### config.mk
export PLATFORM = sky130hd
export DESIGN_NAME = qau_div
export DESIGN_NICKNAME = d
export VERILOG_FILES = /design/src/sv/qau_div.sv
export SDC_FILE = /design/constraint.sdc
export NUM_CORES = 2
export LEC_CHECK = 0
export ABC_CLOCK_PERIOD_IN_PS = 3800
export BUFFER_PORTS_ARGS = -buffer_cell sky130_fd_sc_hd__buf_2
export CORE_ASPECT_RATIO = 0.75
export CORE_MARGIN = 3
export CORE_UTILIZATION = 63
export CTS_BUF_LIST = sky130_fd_sc_hd__clkbuf_16
export DETAILED_ROUTE_END_ITERATION = 10
export GPL_ROUTABILITY_DRIVEN = 0
export HOLD_SLACK_MARGIN = 0.1
export PLACE_DENSITY_LB_ADDON = 0.15
export SKIP_LAST_GASP = 1
export SYNTH_ARGS = -nofsm -noshare
export SYNTH_HDL_FRONTEND = slang
export SYNTH_SLANG_ARGS = --single-unit
### constraint.sdc
create_clock -name clock -period 3.8 [get_ports clock]
set_input_delay 0.57 -clock clock [delete_from_list [all_inputs] [get_ports clock]]
set_output_delay 0.57 -clock clock [all_outputs]
set_load 0.03 [all_outputs]
### src/sv/qau_div.sv
// qau_div: pipelined restoring divider lane, one quotient bit per register stage.
// Expects the quotient to fit in QB bits. Depends on nothing.
module qau_div #(
   parameter int NUM_W = 45,
   parameter int DEN_W = 31,
   parameter int QB    = 15
) (
   input  logic             clock,
   input  logic [NUM_W-1:0] in_num,
   input  logic [DEN_W-1:0] in_den,
   output logic [QB-1:0]    out_q
);

   localparam int CW = (NUM_W > DEN_W + QB) ? NUM_W : DEN_W + QB;

   typedef struct packed {
      logic [CW-1:0]    rem;
      logic [DEN_W-1:0] den;
      logic [QB-1:0]    q;
   } dv_type;

   function automatic dv_type dv_step(input dv_type c, input int k);
      logic [CW-1:0] dsh;
      dv_type        o;
      o   = c;
      dsh = CW'(c.den) << k;
      if (c.rem >= dsh) begin
         o.rem = c.rem - dsh;
         o.q   = {c.q[QB-2:0], 1'b1};
      end else begin
         o.q   = {c.q[QB-2:0], 1'b0};
      end
      return o;
   endfunction

   dv_type stage_ff [QB];
   dv_type stage_in [QB];
   dv_type first;

   always_comb begin
      first.rem   = CW'(in_num);
      first.den   = in_den;
      first.q     = '0;
      stage_in[0] = dv_step(first, QB - 1);
      for (int s = 1; s < QB; s++) begin
         stage_in[s] = dv_step(stage_ff[s-1], QB - 1 - s);
      end
   end

   always_ff @(posedge clock) begin
      for (int s = 0; s < QB; s++) begin
         stage_ff[s] <= stage_in[s];
      end
   end

   assign out_q = stage_ff[QB-1].q;

endmodule

=== Word level (Yosys, flattened, before mapping) ===
Memories as Yosys holds them, arrays and structs flattened.
Index checks and enable logic that the tools add are counted.

* $add $sub $neg: 15
* Multiply operators: 0
* Divide/modulo/power cells: 0
* $lt $le $gt $ge: 15
* Equality and inequality tests: 0
* Shift-type cells: 0
* Muxes and demuxes: 30
* Bitwise gates (word level): 0
* Reduce and logical (&&, ||, !) cells: 0

{| class="wikitable"
|+ Operator list
! kind !! count
|-
| 46-bit two-way mux || 15
|-
| 46-bit by 31-bit >= comparator with 1-bit output || 1
|-
| 46-bit by 32-bit >= comparator with 1-bit output || 1
|-
| 46-bit by 33-bit >= comparator with 1-bit output || 1
|-
| 46-bit by 34-bit >= comparator with 1-bit output || 1
|-
| 46-bit by 35-bit >= comparator with 1-bit output || 1
|-
| 46-bit by 36-bit >= comparator with 1-bit output || 1
|-
| 46-bit by 37-bit >= comparator with 1-bit output || 1
|-
| 46-bit by 38-bit >= comparator with 1-bit output || 1
|-
| 46-bit by 39-bit >= comparator with 1-bit output || 1
|-
| 46-bit by 40-bit >= comparator with 1-bit output || 1
|-
| 46-bit by 41-bit >= comparator with 1-bit output || 1
|-
| 46-bit by 42-bit >= comparator with 1-bit output || 1
|-
| 46-bit by 43-bit >= comparator with 1-bit output || 1
|-
| 46-bit by 44-bit >= comparator with 1-bit output || 1
|-
| 45-bit by 45-bit subtractor with 46-bit output || 1
|-
| 46-bit by 31-bit subtractor with 46-bit output || 1
|-
| 46-bit by 32-bit subtractor with 46-bit output || 1
|-
| 46-bit by 33-bit subtractor with 46-bit output || 1
|-
| 46-bit by 34-bit subtractor with 46-bit output || 1
|-
| 46-bit by 35-bit subtractor with 46-bit output || 1
|-
| 46-bit by 36-bit subtractor with 46-bit output || 1
|-
| 46-bit by 37-bit subtractor with 46-bit output || 1
|-
| 46-bit by 38-bit subtractor with 46-bit output || 1
|-
| other kinds (8) || 22
|}

* Register bits: 0
* Bits in latches: 0
* Bits in writable memories: 1380
* Bits in read-only memories: 0
* Input bits: 77
* Output and inout port bits: 15
* Word-level logic and storage cells: 61
* Memories kept: 1

{| class="wikitable"
|+ Memories
! memory !! words !! width !! read ports !! clocked after memory_dff !! write ports !! line !! source
|-
| stage_ff || 15 || 92 || 15 || 0 || 15 || 36 || <nowiki>dv_type stage_ff [QB];</nowiki>
|}

=== Depth between registers and ports, before layout ===
An unclocked memory read counts as a cell.

* Depth in word-level cells: 3
* Mapped depth: 17
* Mapped depth without buffers: 15

=== Worst setup path before layout ===
OpenSTA, ideal clock, no wires.

* Kind: input to register
* Start: input port in_num[14]
* End: memory stage_ff[0][64] in the netlist's numbering
* Setup time: 0.121 ns
* Arrival: 3.227 ns
* Required time: 3.679 ns
* Path slack: 0.451 ns
* Stages: 14
* Buffers on the path: 1
* Cells stage by stage: inv_1 > ha_1 > fa_1 > nor2b_4 > nor3_2 > o21ai_2 > a311oi_4 > o211ai_2 > o31a_1 > a311oi_2 > o21ai_1 > a21o_1 > buf_6 > mux2_4

{| class="wikitable"
|+ RTL lines
! what !! line !! source
|-
| start, declared || 9 || <nowiki>input logic [NUM_W-1:0] in_num,</nowiki>
|-
| end, declared || 36 ||
|}

==> PnR_summary.wiki <==
{| class="wikitable"
! Metric !! Value
|-
| Die outline width || 351.0 µm
|-
| CP required || 4.41 ns
|-
| DRT Wirelength || approximately 140000 µm
|-
| Grt total ovfl || 0
|-
| Number of detailed-routing iterations run before antenna repair || 5
|-
| Least-Margin Pin Slew || 1.148 ns
|-
| Syn nets || 6780
|-
| Clock slew seen by the registers of the worst setup and hold paths || 0.06 ns
|-
| Maximum level of the CTS H-tree || 3
|-
| Share of the synthesized area in the top cell type || 42.64%
|-
| Die height || 264.8 µm
|-
| Global-route wire length before repair || 225500 µm
|-
| Regs by FF count || stage_ff: 1198 flops
|-
| Layer with the highest usage || met1
|-
| Met3 track demand over resource || 12.08%
|-
| Placeable core area || 88090 µm²
|-
| Startpoint of the lowest-slack hold path || stage_ff[1][277]
|-
| Element type at the critical path start || primary input
|-
| Final net count || around 7000
|-
| Hold Path Stages || 0
|-
| Final ANT Viol Nets || 0
|-
| Maximum fanout encountered on the critical timing path || 27
|-
| Worst setup skew after layout || 0.04865 ns
|-
| Run status || completed
|-
| Endpoint of the lowest-slack register-to-register path || stage_ff[1][416]
|-
| Synthesis-to-finish area growth || 12.55%
|-
| Worst reg-to-reg setup slack || 0.04 ns
|-
| Vias in the first global route || about 42000
|-
| Number of distinct library cell variants in the gate-level netlist after synthesis || 99
|-
| CTS Buf Count || about 110
|-
| Clk sink count || 1198
|-
| Clock period minus worst slack || 3.796 ns
|-
| Number of fill cells || ~6600
|-
| Endpoint, Worst Hold || stage_ff[1][370]
|-
| Peak supply drop || 0.5682 mV
|-
| Diode insertion count for antenna repair || 0
|-
| Final Max Tran Viols || 0
|-
| Initial core utilization || a little under two thirds
|-
| Utilization after layout || 71.87%
|-
| Max-cap violations || 0
|-
| List of most frequent post-synthesis cells || sky130_fd_sc_hd__dfxtp_1, sky130_fd_sc_hd__a21oi_1, sky130_fd_sc_hd__inv_1
|-
| Upper clock frequency limit || 0.2635 GHz
|-
| Pwr per Cell Area || 898.7 nW/µm²
|-
| Ys flop type || sky130_fd_sc_hd__dfxtp_1
|-
| Cell type with the highest aggregate area in the netlist || sky130_fd_sc_hd__dfxtp_1
|-
| Proportion of register bits with asynchronous set or reset after synthesis || 0%
|-
| Area taken by multi-input logic gates || 29510 µm²
|-
| GRT Overall Usage || 30.05%
|-
| Cell total after placement || 7428
|-
| Cells on worst reg2reg path || 17
|-
| Average instance area after synthesis || ~9.0 µm²
|-
| DRC || 0
|-
| Die outline area || 92950 µm²
|-
| Cell with the most instances after synthesis || sky130_fd_sc_hd__dfxtp_1
|-
| Number of port buffers || 91
|-
| Yosys Warn Count || 0
|-
| Largest register FFs || roughly 1200
|-
| Crit share post-route || between 90 and 100%
|-
| Finish-stage setup viols || 0
|-
| Std-Cell Rows || 94
|-
| Clock insertion delay at the later pin of the skew report || 0.73 ns
|-
| Number of enable flip-flop cells after synthesis || 0
|-
| Standby leakage power || 29.19 nW
|-
| Hold Violations, Final || 0
|-
| Post-synthesis sequential area ratio || 42.64%
|-
| Total area of sequential cells || roughly 24000 µm²
|-
| Detailed placement HPWL || approximately 110000 µm
|-
| Clock buffer depth || 3
|-
| I/O pin cnt || 92
|-
| Antenna violations before repair || 3
|-
| Cell count after synthesis || about 6200
|-
| Vias || 45149
|-
| Met1 routing resource usage after global routing || 46.16%
|-
| Maximum number of pins on one net before global-route repair || 55
|-
| Clock root buffer || sky130_fd_sc_hd__clkbuf_16
|-
| Area of the mapped netlist || between 50000 and 60000 µm²
|-
| Iteration-0 DRC count of the detailed router || ~4700
|-
| Worst slew slack as a fraction of its limit || 22.73%
|-
| Critical path capture point type || register
|-
| Average vias per placed instance || 5.849
|-
| Synth area leaders || sky130_fd_sc_hd__dfxtp_1, sky130_fd_sc_hd__ha_1, sky130_fd_sc_hd__a21oi_1, sky130_fd_sc_hd__xnor2_1, sky130_fd_sc_hd__inv_1
|-
| Fraction of layout instances using a drive strength above 1 || 8.802%
|-
| Worst min-delay path category || register to register
|-
| CP Data Arrival Time || 4.40 ns
|-
| Met2 GRT Util || 39.55%
|-
| CTS tree || yes
|-
| Average wire per cell in the routed design || 18.47 µm
|-
| Critical path start-end classification || primary input to register
|-
| Final Non-Filler Cells || 7719
|-
| Largest reg by FF count || stage_ff
|-
| Startpoint of the most critical register-to-register path || stage_ff[1][307]
|-
| Post-synthesis register bit count || roughly 1200
|}
[worst max-delay path, cell delays in order]
cell and delay, ns:
sky130_fd_sc_hd__dlygate4sd3_1 0.52, sky130_fd_sc_hd__buf_2 0.11, sky130_fd_sc_hd__inv_1 0.04, sky130_fd_sc_hd__ha_1 0.40, sky130_fd_sc_hd__nand2_1 0.11, sky130_fd_sc_hd__nor2_1 0.22, sky130_fd_sc_hd__and3_1 0.32, sky130_fd_sc_hd__nand3_1 0.30
sky130_fd_sc_hd__nor4_2 0.56, sky130_fd_sc_hd__buf_4 0.22, sky130_fd_sc_hd__a221oi_1 0.07, sky130_fd_sc_hd__o21ai_1 0.13, sky130_fd_sc_hd__a21o_2 0.20, sky130_fd_sc_hd__buf_12 0.23, sky130_fd_sc_hd__mux2_1 0.34
[report_power, final]
part           leakage [nW]  internal (W)  switching, W
logic                  17.3        0.0118        0.0154
registers              10.1        0.0163       0.00235
clock network          1.84       0.00612       0.00498
total                  29.2        0.0342        0.0227
[worst max-delay path by stage]
| stage | end | cells after the start | slack [ns] | from |
|---|---|---|---|---|
| finish | stage_ff[0][63] | 15 | 0.004 | in_den[23] |
| global route | stage_ff[0][63] | 15 | -0.06 | in_den[23] |
| CTS | stage_ff[1][88] | 15 | 0.03 | stage_ff[0][696] |
| detailed placement | stage_ff[1][416] | 16 | -0.04 | stage_ff[1][318] |
| global placement | stage_ff[0][62] | 14 | -0.08 | in_den[24] |
| floorplan | stage_ff[0][64] | 14 | 0.45 | in_num[14] |
[metal layers]
layer  vias to the layer above  wire length, µm
met5                         -               24
met4                         4             1678
met3                       162            18180
met2                      1691            53430
met1                     21152            69290
li1                      22140                -
[cells by family after synthesis]
logic type | Yosys count | synth area share, %
buf+inv | 766 | 5.318
mux | 112 | 2.391
fa+ha+maj | 479 | 10.84
compound gates | 1656 | 18.30
simple gates | 1544 | 13.21
xor+xnor | 469 | 7.302
flops | 1198 | 42.64
[layout make-up]
type,instances,area share [%]
multi-input cells,4260,46.62
flip-flops and latches,1198,37.88
clock buffers,111,4.387
repair buffers,313,3.949
inverters,590,3.498
well taps,1152,2.277
clock inverters,95,1.393
[placed cells by master (no fill, tap or decap), drive strengths merged, types with 110 or more instances in the layout]
master  count
dfxtp    1198
a21oi     608
inv       608
ha        465
nor2      443
nand2     414
o21ai     369
xnor2     277
a21o      243
buf       237
xor2      192
clkbuf    111
nand4     110
[what timing repair did]
item / in CTS / in global routing
hold endpoints to repair: 76 / 0
hold buffers: 76 / 0
setup buffers: 0 / 9
endpoints found under the setup margin: 16 / 160
pin swaps: 0 / 8
gates resized for setup: 2 / 27
[per-stage QoR]
stage / setup TNS (ns) / hold WS [ns] / total power, W / worst slack (ns) / area (µm²)
after detailed placement: -0.1066 / 0.3121 / 0.04449 / -0.04038 / 58670
after CTS: 0 / 0.3261 / 0.05599 / 0.03450 / 63100
after floorplan: 0 / 0.3096 / 0.03793 / 0.4514 / 56250
final: 0 / 0.3262 / 0.05690 / 0.004311 / 63310
after global placement: -1.154 / 0.3098 / 0.04389 / -0.08056 / 58670
after global routing: -0.2939 / 0.3297 / 0.06062 / -0.05542 / 63310
Note: power is estimated with default switching activity, not from simulation.
